**config.mk**
```make
export PLATFORM = sky130hd
export DESIGN_NAME = ugm_ctrl
export DESIGN_NICKNAME = d
export VERILOG_FILES = /design/src/ugm_pkg.sv /design/src/ugm_ctrl.sv
export SDC_FILE = /design/constraint.sdc
export NUM_CORES = 1
export LEC_CHECK = 0
export ABC_CLOCK_PERIOD_IN_PS = 3400
export BUFFER_PORTS_ARGS = -buffer_cell sky130_fd_sc_hd__buf_2
export CORE_AREA = 2 2 39 41
export CTS_BUF_LIST = sky130_fd_sc_hd__clkbuf_8
export DETAILED_ROUTE_END_ITERATION = 12
export DIE_AREA = 0 0 41 43
export MAX_ROUTING_LAYER = met4
export PLACE_DENSITY = 0.82
export SYNTH_ARGS = -nofsm -noshare
export SYNTH_HDL_FRONTEND = slang
export SYNTH_SLANG_ARGS = --single-unit
```
**constraint.sdc**
```tcl
create_clock -name clk -period 3.4 [get_ports clk]
set_clock_uncertainty 0.2 [all_clocks]
set_input_delay 0.68 -clock clk [delete_from_list [all_inputs] [get_ports clk]]
set_output_delay 0.68 -clock clk [all_outputs]
set_load 0.05 [all_outputs]
```
**src/ugm_pkg.sv**
```systemverilog
// Shared types, constants and codes for the glyph map block.
// No dependencies; used by every module in src.
`default_nettype none
package ugm_pkg;
  localparam int TableEntriesDef = 2048;

  typedef enum logic [1:0] {
    CMD_FEED = 2'd0,
    CMD_END  = 2'd1,
    CMD_LOOK = 2'd2,
    CMD_NONE = 2'd3
  } cmd_t;

  typedef enum logic [1:0] {
    ST_OK     = 2'd0,
    ST_NOLOAD = 2'd1,
    ST_FULL   = 2'd2
  } stat_t;

  localparam logic [15:0] CodeSep  = 16'hFFFF;
  localparam logic [15:0] CodeSeq  = 16'hFFFE;
  localparam logic [15:0] CodeRepl = 16'hFFFD;
  localparam logic [15:0] CodeQmark = 16'h003F;

  typedef struct packed {
    logic [1:0]  command;
    logic [15:0] table_value;
    logic [20:0] code_point;
  } in_item_t;

  typedef struct packed {
    logic [1:0] status;
    logic       found;
    logic [8:0] glyph;
    logic [8:0] shown_glyph;
  } out_item_t;

  typedef enum logic [3:0] {
    S_IDLE, S_DECIDE, S_SRCH, S_SRCH_RD, S_SRCH_CMP, S_FOUND_RD, S_FOUND,
    S_SHIFT_RD, S_SHIFT_WR, S_INSERT, S_REPL2, S_DONE, S_OUT
  } fsm_t;

  // controller -> datapath
  typedef struct packed {
    logic load;        // capture input item
    logic srch_init;   // start a lower-bound search on key
    logic srch_rd;     // read mem at mid
    logic srch_step;   // narrow lo/hi
    logic rd_idx;      // read mem at lo (found check)
    logic upd_glyph;   // lower glyph of the found entry
    logic shift_rd;    // read entry ptr-1, ptr--
    logic shift_wr;    // write it to ptr+1
    logic insert;      // write new entry at lo
    logic sep;         // separator
    logic seq;         // combining sequence start
    logic set_full;
    logic end_first;   // record result of 0xFFFD search
    logic key_qmark;   // second search key
    logic end_fin;     // finish replacement
    logic make_out;    // build result
    logic out_valid;   // result register is loaded
  } ctl_t;

  // datapath -> controller
  typedef struct packed {
    logic [1:0] cmd;
    logic       past_last;
    logic       is_sep;
    logic       is_seq;
    logic       in_seq;
    logic       srch_done;
    logic       hit;       // entry at lo matches key
    logic       empty;
    logic       full;
    logic       shift_done;
    logic       loaded;
  } sts_t;
endpackage
`default_nettype wire

```
**src/ugm_ctrl.sv**
```systemverilog
// Controller state machine of the glyph map block.
// Depends on ugm_pkg.
`default_nettype none
module ugm_ctrl import ugm_pkg::*; (
  input  wire logic clk,
  input  wire logic rst_n,
  input  wire logic in_fire,
  input  wire logic out_fire,
  input  wire sts_t sts,
  output ctl_t      ctl,
  output logic      busy,
  output logic      out_pending
);
  fsm_t state_r, state_nxt;
  logic end_pass_r, end_pass_nxt;  // second search of an end command

  always_ff @(posedge clk) begin
    if (!rst_n) begin
      state_r    <= S_IDLE;
      end_pass_r <= 1'b0;
    end else begin
      state_r    <= state_nxt;
      end_pass_r <= end_pass_nxt;
    end
  end

  always_comb begin
    state_nxt    = state_r;
    end_pass_nxt = end_pass_r;
    case (state_r)
      S_IDLE: if (in_fire) state_nxt = S_DECIDE;
      S_DECIDE: begin
        end_pass_nxt = 1'b0;
        case (sts.cmd)
          CMD_FEED: begin
            if (sts.past_last || sts.is_sep || sts.is_seq || sts.in_seq) state_nxt = S_DONE;
            else state_nxt = S_SRCH;
          end
          CMD_END: state_nxt = S_SRCH;
          CMD_LOOK: state_nxt = sts.loaded ? S_SRCH : S_DONE;
          default: state_nxt = S_DONE;
        endcase
      end
      S_SRCH: state_nxt = sts.srch_done ? S_FOUND_RD : S_SRCH_RD;
      S_SRCH_RD: state_nxt = S_SRCH_CMP;
      S_SRCH_CMP: state_nxt = S_SRCH;
      S_FOUND_RD: state_nxt = S_FOUND;
      S_FOUND: begin
        if (sts.cmd == CMD_FEED) begin
          if (sts.hit || sts.full) state_nxt = S_DONE;
          else state_nxt = sts.shift_done ? S_INSERT : S_SHIFT_RD;
        end else if (sts.cmd == CMD_END && !end_pass_r && !(sts.hit && !sts.empty)) begin
          state_nxt = S_REPL2;
        end else begin
          state_nxt = S_DONE;
        end
      end
      S_SHIFT_RD: state_nxt = S_SHIFT_WR;
      S_SHIFT_WR: state_nxt = sts.shift_done ? S_INSERT : S_SHIFT_RD;
      S_INSERT: state_nxt = S_DONE;
      S_REPL2: begin
        end_pass_nxt = 1'b1;
        state_nxt    = S_SRCH;
      end
      S_DONE: state_nxt = S_OUT;
      S_OUT: if (out_fire) state_nxt = S_IDLE;
      default: state_nxt = S_IDLE;
    endcase
  end

  always_comb begin
    ctl = '0;
    ctl.load = (state_r == S_IDLE) && in_fire;
    case (state_r)
      S_DECIDE: begin
        ctl.sep = (sts.cmd == CMD_FEED) && !sts.past_last && sts.is_sep;
        ctl.seq = (sts.cmd == CMD_FEED) && !sts.past_last && sts.is_seq;
        ctl.srch_init = 1'b1;
      end
      S_SRCH: if (!sts.srch_done) ctl.srch_rd = 1'b1; else ctl.rd_idx = 1'b1;
      S_SRCH_CMP: ctl.srch_step = 1'b1;
      S_FOUND: begin
        if (sts.cmd == CMD_FEED) begin
          ctl.upd_glyph = sts.hit;
          ctl.set_full  = !sts.hit && sts.full;
        end
        if (sts.cmd == CMD_END) begin
          ctl.end_first = !end_pass_r;
          ctl.end_fin   = 1'b1;
        end
      end
      S_SHIFT_RD: ctl.shift_rd = 1'b1;
      S_SHIFT_WR: ctl.shift_wr = 1'b1;
      S_INSERT: ctl.insert = 1'b1;
      S_REPL2: ctl.key_qmark = 1'b1;
      S_DONE: ctl.make_out = 1'b1;
      default: ;
    endcase
    ctl.out_valid = (state_r == S_OUT);
  end

  assign busy        = (state_r != S_IDLE);
  assign out_pending = (state_r == S_OUT);
endmodule
`default_nettype wire

```
Word-level counts from Yosys, hierarchy flattened
Cells that the tools add are included.
Word-level totals
  bits in writable memories: 0
  logic and storage cells: 72
  input bits: 16
  output and inout bits: 19
  memories kept: 0
  bits in read-only memories: 0
  flip-flop bits (word level): 5
  latch bits: 0
Operators by class
  reduce and logical (&&, ||, !) cells: 23
  shift-type cells: 0
  $add $sub $neg: 0
  equality and inequality tests: 16
  bitwise gates (word level): 0
  magnitude comparators: 0
  mux-type cells: 31
  div/mod/pow operators: 0
  multiply operators: 0
Operators by type and width (count)
  $pmux W4 S12: 1
  $mux W4: 7
  $eq A4 B4 Y1 const B: 5
  $mux W1: 18
  $eq A4 B3 Y1 const B: 4
  $pmux W4 S3: 1
  $eq A4 B2 Y1 const B: 2
  $logic_and A1 B1 Y1: 8
  $logic_not A1 Y1: 5
  $eq A4 B1 Y1 const B: 1
  $logic_not A4 Y1: 1
  $logic_or A1 B1 Y1: 4
  $mux W2: 2
  $ne A2 B2 Y1 const B: 2
  $reduce_bool A4 Y1: 1
  $mux W3: 1
  $eq A2 B1 Y1 const B: 1
  $eq A2 B2 Y1 const B: 1
  $logic_not A2 Y1: 1
  $pmux W1 S2: 1
  $reduce_and A2 Y1: 1
  $reduce_bool A2 Y1: 1
  $reduce_or A2 Y1: 1

Logic depth before layout (Yosys ltp)
Gate-level depths: netlist of run 1.
  word-level depth: 7
  gate-level depth with buffers: 5
  depth with buffers taken out: 4

Worst setup path after synthesis of run 1
Ideal clock, no wire load.
  path kind: reg2out
  start: register state_r[2]
  end: output port ctl[6] (netlist bit)
  stages on the path, launching flop included: 5
  path buffers: 1
  path slack: 125 ps
  data required time: 2520 ps
  data arrival time: 2395 ps
  path through: dfxtp_1 -> buf_2 -> nor3_1 -> and3b_1 -> and2_1
RTL lines
  start: declaration: RTL line ugm_ctrl.sv:14  | fsm_t state_r, state_nxt;
  start signal: assignment: RTL line ugm_ctrl.sv:22  | state_r <= state_nxt;
  end: declaration: RTL line ugm_ctrl.sv:10  | output ctl_t ctl,

==> flow_summary.toml, run 1 <==
[final_layout]
instances_no_fill = 130
regArea_um2 = 100
nNetsFinal = 131
multi_input_area_um2 = 415
drive_gt1_share_pct = 34.2
n_antenna_cell = 0
fillers = 140
finalInstanceArea_um2 = 758
syn2layout_area_growth_pct = 35.9

[global_route]
grt_use_total_pct = 16.6
first_global_vias = 542
grt_overflow_total = 0
grt_max_degree = 17
grt_first_pass_wirelength_um = 2080
antenna_found_initial = 0

[job]
drv_cap = 0

[min_path]
min_path_type = "reg2reg"
hold_end = "end_pass_r"
min_from = "end_pass_r"
holdPathStages = 2

[route]
drtIter0Drc = 6
drc = 0
first_pass_iters = 4
vias_per_cell = 5.22
wirelength_um = 1380
drtAntennaViolNets = 0
wl_per_cell_um = 10.6
vias = 678

[power_and_ir_drop]
p_int_uw = 264
ir_worst_vdd_mv = 0.654
clock_power_share_pct = 16.9
powerDensity_nw_per_um2 = 811
p_switching_uw = 351
sequentialPowerShare_pct = 23.6
p_sw_share_pct = 57.1
p_leak_uw = 0.000395
combPwrFrac_pct = 59.5

[yosys]
synth_edf_count = 0
async_flop_share_pct = 0
syn_area_um2 = 558
synth_cell_types = 29
yosys.area.top_type = "dfxtp_1"
yosys-top-cells-area = "dfxtp_1 18%, nor2_1 8.1%, nand2_1 6.7%"
ys_seq_area_share_pct = 17.9
syn_area_per_cell_um2 = 6.81
synth-main-ff-cell = "dfxtp_1"
synth.top_cell.area_share_pct = 17.9
synth-seq-cells = 5
yosysWarnings = 0
post-synth-top-count-cell = "nor2_1"
syn_nets = 98
synthCells = 82
synth_common_cells = "12 x nor2_1, 10 x nand2_1, 6 x nor3_1, 5 x a21oi_1, 5 x dfxtp_1"

[run_status]
status = "finished clean"

[worst_setup_path]
crit_arrival_ps = 1890
worstSetupPathType = "reg2out"
cp-start-kind = "flop"
worstReg2RegEnd = "state_r[3]"
worstRegToRegCells = 4
required_ps = 2520
worstReg2RegStart = "state_r[1]"
ff2ff_setup_slack_ps = 1700
end_kind = "output pin"
worst-path-max-fanout = 14

[placement]
gp_congestion = 0.830
dp.cells = 126
post_dp_cell_area_um2 = 713
dp_hpwl_um = 1120
io_buffer_count = 34

[cts]
hold_buffers = 0
cts-root-buf = "clkbuf_8"
clk_pin_slew_worst_paths_ps = 30
htreeDepth = 1
clk_latency_ps = 220
clk_path_buf_depth = 2
cts_tree = "built"
post_cts_buffers = 0
cts.sinks = 5
cts_buffers = 3
post_cts_resized = 0

[floorplan]
dieHeight_um = 43
dieArea_um2 = 1760
design.core.area_um2 = 1380
rows = 14
ioPinCount = 35
die_width_um = 41
initial_core_util_pct = 40.3

[sta]
period_minus_slack_ps = 2770
maxSlewHeadroom_pct = 70.5
drv_slew = 0
hold_viol_final = 0
worst_slew_pin_slew_ps = 442
max_freq_mhz = 361
holdWs_ps = 307
period_share_pct = 81.5
rsz0062_at_grt = "no"
fin_setup_tns_ps = 0
finalSetupViolCount = 0
## layout make-up
type                            count  area share (%)
Clock inverter                      1           0.495
Tap cell                           16            2.64
Inverter                            2           0.990
Multi-Input combinational cell     69            54.8
Clock buffer                        3            5.45
Sequential cell                     5            13.2
Timing Repair Buffer               34            22.4
## cells by family after synthesis
group                  synth area share [%]
AO/OA/AOI/OAI                          20.6
AND/OR/NAND/NOR                        53.8
buffers and inverters                  7.62
flip-flops                             17.9
## routing by layer
layer / share of wire [%] / vias to the layer above / track usage, %
met5: 0 / - / -
met4: 0 / 0 / 4.00
met3: 7.4 / 0 / 0
met2: 48 / 26 / 27.8
met1: 45 / 295 / 21.3
li1: - / 357 / -
## through the flow
stage               worst slack [ps]  power, µW  util (%)
floorplan                        125        435         -
global placement                 854        505      51.5
detailed placement               838        512      51.5
CTS                              606        618      54.8
global route                     413        654      54.8
finish                           629        615      54.8
## sequential cells by signal, indices dropped and copies added, names as in the netlist
name and flops:
end_pass_r 1, state_r 4
## power by group through the flow
stage	Clock (µW)	Combinational, µW	Sequential, µW
global placement	0	362	143
floorplan	0	339	96.7
CTS	106	367	145
finish	104	366	145
global route	110	393	151
detailed placement	0	366	146
## placed cells by master, fill, tap and decap left out, types with 2 or more instances in the layout
cell and n:
a21boi_0 2, inv_1 3, buf_2 34, and3b_1 2
and3_1 4, a21oi_1 5, nor3_1 6, dfxtp_1 5
and2_1 2, nor4_1 2, nor2b_1 3, o21ai_0 2
nand2b_1 4, nand2_1 10, clkbuf_8 3, o211ai_1 2
nand3b_1 2, nor2_1 12
## how the worst max path moves through the flow
stage / from / endpoint / slack (ps) / depth (start not counted)
2_1_floorplan: state_r[2] / ctl[6] / 130 / 4
3_3_place_gp: state_r[2] / ctl[4] / 850 / 5
3_5_place_dp: state_r[2] / ctl[4] / 840 / 5
4_1_cts: state_r[2] / ctl[4] / 610 / 5
5_1_grt: state_r[2] / ctl[4] / 410 / 5
6_report: state_r[2] / ctl[4] / 630 / 5
## worst max-delay path, cell delays in order, from the launching register on
cell and delay [ps]:
dfxtp_1 580, nand2_1 180, nor3_1 310, and3b_1 220, nor2b_1 120, buf_2 260
No activity file was read; power rests on OpenSTA's default activity.
==> run 2, diff against run 1 <==
Settings changed: ABC_AREA set to 1, ABC_CLOCK_PERIOD_IN_PS 3400 to 2550, CORE_AREA 2 2 39 41 to 2 2 41 43, DIE_AREA 0 0 41 43 to 0 0 43 45.
Clock period 3.4 ns to 2.55 ns, I/O delays scaled along.
==> run 2 against run 1 <==
Compared with the run above:
- cell count grew 31%
- setup slack got worse by 370 ps
- register-to-register slack got worse by 610 ps
- critical endpoint is now ctl[5]
- critical path depth stayed put
- sequential power increased by 13%
- routed wire length rose by 17%
- hold slack got worse by 13 ps
- critical path type unchanged
- flip-flop and latch count did not move
- largest cell class unchanged
==> flow_summary.toml, run 2 <==
[route]
drtAntennaViolNets = 0
wl_met2_um = 857
wl_per_cell_um = 9.51
vias = 775
vias_per_cell = 4.56
routedLengthMet1_um = 683
first_pass_iters = 4
drc = 0
highest_layer = "met4"
wirelength_um = 1620
drtIter0Drc = 13
route.met3.wl_um = 50

[sta]
worst_slew_pin_slew_ps = 317
drv_slew = 0
period_share_pct = 89.9
fin_setup_tns_ps = 0
rsz0062_at_grt = "no"
maxSlewHeadroom_pct = 78.8
max_freq_mhz = 436
hold_viol_final = 0
finalSetupViolCount = 0
period_minus_slack_ps = 2290

[power_and_ir_drop]
p_leak_uw = 0.000576
ir_worst_vdd_mv = 0.656
powerDensity_nw_per_um2 = 1110

[final_layout]
fillers = 163
largest_reg_flops = 4
syn2layout_area_growth_pct = 33.5
drive_gt1_share_pct = 42.2
final_cell_mix = "34 x buf_2, 32 x nand2_1, 21 x inv_1"
fin_util_pct = 59.6
nNetsFinal = 171
n_antenna_cell = 0
final_common_cell = "buf_2"
finalInstanceArea_um2 = 877
largest-register = "state_r"
instances_no_fill = 170
largest_registers = "state_r (4), end_pass_r (1)"

[yosys]
synth-main-ff-cell = "dfxtp_1"
syn_area_per_cell_um2 = 5.57
async_flop_share_pct = 0
synth-seq-cells = 5
synth_common_cells = "32 x nand2_1, 20 x inv_1, 13 x nor2_1, 9 x inv_2, 7 x nor2_2"
yosysWarnings = 0
synthCells = 118
synth_xor_xnor_area_share_pct = 0
yosys-top-cells-area = "nand2_1 18%, dfxtp_1 15%, inv_1 11%"
ys_seq_area_share_pct = 15.2
syn_area_um2 = 657
synthAdderAreaFrac_pct = 0
synth_edf_count = 0
synth.top_cell.area_share_pct = 18.3
post-synth-top-count-cell = "nand2_1"
synthSimpleGateAreaFrac_pct = 60.0
synth_cell_types = 20
synth_top_family_by_area = "simple AND/OR/NAND/NOR gates"
synth_mux_area_share_pct = 0
yosys.area.top_type = "nand2_1"
syn_nets = 134
synth_compound_area_share_pct = 5.33

[placement]
gp_congestion = 0.891
post_dp_cell_area_um2 = 832
dp_hpwl_um = 1440
io_buffer_count = 34
dp.cells = 166

[worst_setup_path]
worstReg2RegStart = "state_r[1]"
worstSetupPathType = "reg2out"
worstReg2RegEnd = "state_r[0]"
cp-start-kind = "flop"
slowest_delay_ps = 480
required_ps = 1840
worstRegToRegCells = 8
crit_arrival_ps = 1580
worst-path-max-fanout = 5
critical_path.top_delay_family = "simple AND/OR/NAND/NOR gates"
slowest_stage = "dfxtp_1"
worstPathCellList = "nand2_2 > nor2_4 > inv_2 > nor4b_4 > buf_2"
crit_cells = 5
end_kind = "output pin"
ff2ff_setup_slack_ps = 1090
cp.buffers_inverters = 2

[floorplan]
die_width_um = 43
initial_core_util_pct = 44.6
rows = 14
design.core.area_um2 = 1470
ioPinCount = 35
dieHeight_um = 45
dieArea_um2 = 1940

[cts]
cts_buffers = 3
hold_buffers = 0
cts.sinks = 5
clk_path_buf_depth = 2
post_cts_resized = 0
clk_pin_slew_worst_paths_ps = 40
cts_tree = "built"
cts-root-buf = "clkbuf_8"
htreeDepth = 1
post_cts_buffers = 0
clk_latency_ps = 220

[job]
drv_cap = 0

[global_route]
first_global_vias = 710
grt_use_total_pct = 18.6
grt_max_degree = 7
antenna_found_initial = 0
grt_first_pass_wirelength_um = 2690
grt_overflow_total = 0

[min_path]
hold_end = "end_pass_r"
min_from = "end_pass_r"
min_path_type = "reg2reg"
holdPathStages = 2

[run_status]
status = "finished clean"
run 2: cell count changes in the layout (fill, tap and decap cells not counted), moves of 6 or more:
| cell | change |
|---|---|
| inv_1 | +18 |
| inv_2 | +9 |
| nand2_1 | +22 |
| nand2_2 | +6 |
| nand3_1 | +6 |
| nor2_2 | +7 |
run 2: logic make-up (layout without fill, tap and decap cells):
logic type / count (synthesis) / in the layout
AND/OR/NAND/NOR: 74 / 74
buffers and inverters: 32 / 68
AO/OA/AOI/OAI: 7 / 7
flip-flops: 5 / 5
run 2: worst min-delay path, delay by kind of cell, from the launching register on:
family	cells	cell delay [ps]
flops	1	310
compound gates	2	130
run 2: metal layers:
metal / GRT usage (%) / up-vias
met1: 20.5 / 340
met4: 9.09 / 0
li1: - / 416
met3: 1.20 / 5
met2: 34.2 / 14
met5: - / -
run 2: worst max-delay path by stage:
stage | start | end | slack (ps)
after floorplan | state_r[1] | ctl[4] | 20
after global placement | sts[11] | ctl[7] | 360
after detailed placement | sts[11] | ctl[7] | 340
after CTS | state_r[2] | ctl[5] | 260
after global routing | state_r[2] | ctl[5] | 180
final | state_r[2] | ctl[5] | 260
run 2: layout make-up:
| type | count | area [µm²] | area share, % |
|---|---|---|---|
| Sequential cell | 5 | 100 | 11.4 |
| Clock buffer | 3 | 41.3 | 4.71 |
| Multi-Input combinational cell | 81 | 429 | 48.9 |
| Timing Repair Buffer | 34 | 170 | 19.4 |
| Clock inverter | 1 | 3.75 | 0.428 |
| Tap cell | 16 | 20.0 | 2.28 |
| Inverter | 30 | 113 | 12.8 |
run 2: where the power goes:
group / switching, µW / leakage (µW) / internal (µW)
sequential: 57.9 / 0.0000409 / 106
combinational: 497 / 0.000508 / 177
clock: 36.3 / 0.0000269 / 103
run 2: through the flow:
| step | hold WS, ps | worst slack, ps | total power (µW) |
|---|---|---|---|
| after floorplan | 262 | 17.7 | 699 |
| after global routing | 331 | 180 | 1050 |
| after global placement | 284 | 357 | 821 |
| after detailed placement | 289 | 338 | 838 |
| final | 294 | 258 | 977 |
| after CTS | 297 | 259 | 983 |
==> run 3, diff against run 2 <==
Settings changed: ABC_AREA 1 to not set, CORE_AREA 2 2 41 43 to 2 2 40 42, DIE_AREA 0 0 43 45 to 0 0 42 44, PLACE_DENSITY 0.82 to 0.78.
==> run 3 against run 2 <==
Compared with the run above:
- core utilization down 3.5 points
- critical path depth unchanged
- die area down 4.5%
- largest power group unchanged
- fmax down 0.43%
- sequential power down 12%
- setup slack worse by 10 ps
- sequential share of layout area up 1.3 points
- global-route usage down 0.39 points
- non-clock buffer count up 3
- register-to-register slack worse by 170 ps
- hold slack better by 51 ps
==> flow_summary.toml, run 3 (synthesis results as in run 1) <==
[final_layout]
drive_gt1_share_pct = 38.5
syn2layout_area_growth_pct = 42.6
final_cell_mix = "34 x buf_2, 12 x nor2_1, 10 x nand2_1"
n_antenna_cell = 0
fillers = 131
largest_reg_flops = 4
largest_registers = "state_r (4), end_pass_r (1)"
nNetsFinal = 134
regArea_um2 = 101
multi_input_area_um2 = 429
finalInstanceArea_um2 = 796
largest-register = "state_r"
final_common_cell = "buf_2"

[placement]
post_dp_cell_area_um2 = 749
io_buffer_count = 34
dp_hpwl_um = 1290
preCtsSetupSlack_ps = 356
gp_congestion = 0.877

[power_and_ir_drop]
p_leak_uw = 0.000412
ir_worst_vdd_mv = 0.834
powerDensity_nw_per_um2 = 1100
p_sw_share_pct = 56.2
combPwrFrac_pct = 67.7
p_int_uw = 384
sequentialPowerShare_pct = 16.4
finalPower_uw = 877
p_switching_uw = 493
clock_power_share_pct = 15.9

[cts]
htreeDepth = 1
clk_latency_ps = 220
cts-root-buf = "clkbuf_8"
clk_pin_slew_worst_paths_ps = 30
cts_tree = "built"
hold_buffers = 0
cts.sinks = 5
cts_buffers = 3
clk_path_buf_depth = 2

[floorplan]
dieHeight_um = 44
design.core.area_um2 = 1420
rows = 14
ioPinCount = 35
die_width_um = 42
initial_core_util_pct = 39.3
dieArea_um2 = 1850

[sta]
period_minus_slack_ps = 2300
hold_viol_final = 0
worst_slew_pin_slew_ps = 393
max_freq_mhz = 434
drv_slew = 0
rsz0062_at_grt = "no"
maxSlewHeadroom_pct = 73.6
fin_setup_tns_ps = 0
finalSetupViolCount = 0
period_share_pct = 90.3
holdWs_ps = 345
setup_ws_ps = 248

[global_route]
grt_first_pass_wirelength_um = 2530
grt_use_total_pct = 18.2
antenna_found_initial = 0
grt_max_degree = 14
grt_overflow_total = 0
first_global_vias = 616

[route]
drtIter0Drc = 6
vias = 701
vias_per_cell = 5.27
drc = 0
first_pass_iters = 4
wl_per_cell_um = 12.0
drtAntennaViolNets = 0
wirelength_um = 1590

[worst_setup_path]
ff2ff_setup_slack_ps = 920
crit_arrival_ps = 1590
end_kind = "output pin"
required_ps = 1840
worst-path-max-fanout = 4
worstSetupPathType = "reg2out"
cp-start-kind = "flop"

[job]
drv_cap = 0

[min_path]
min_path_type = "reg2reg"

[run_status]
status = "finished clean"
run 3: through the flow:
step                std cells  utilization [%]
floorplan                  82                -
detailed placement        129             52.8
global route              133             56.1
finish                    133             56.1
CTS                       133             56.0
global placement          129             52.8
run 3: layout make-up:
cell class              instances  area share (%)
flip-flops and latches          5            12.7
well taps                      16            2.52
clock buffers                   3            5.19
repair buffers                 37            24.2
inverters                       2           0.943
multi-input cells              69            53.9
clock inverters                 1           0.472
run 3: final timing paths:
path,startpoint,to,depth (start not counted)
worst min register to register,end_pass_r,end_pass_r,2
worst max-delay path,state_r[2],ctl[4],5
worst max register to register,state_r[1],state_r[3],5
worst min-delay path,end_pass_r,end_pass_r,2
run 3: what timing repair did:
item / 4_1_cts / 5_1_grt
endpoints found under the setup margin: 0 / 2
buffers inserted: 0 / 0
resized for setup: 0 / 1
hold endpoints to repair: 0 / 0
run 3: per-layer routing:
metal	vias to the layer above	track usage (%)	share of wire, %
met5	-	-	0
li1	362	-	-
met3	2	1.25	4.4
met1	315	21.1	45
met4	0	11.0	1.2
met2	22	30.9	49
run 3: critical path, stage by stage (launching register included):
cell     delay [ps]
dfxtp_1         320
nand2_1         110
nor3_1          330
and3b_1         230
nor2b_2         130
buf_2           260
run 3: power by group through the flow:
stage	registers (µW)	logic, µW	clock network, µW
floorplan	133	464	0
global placement	140	579	0
detailed placement	142	590	0
CTS	141	593	143
global route	147	633	145
finish	144	594	139
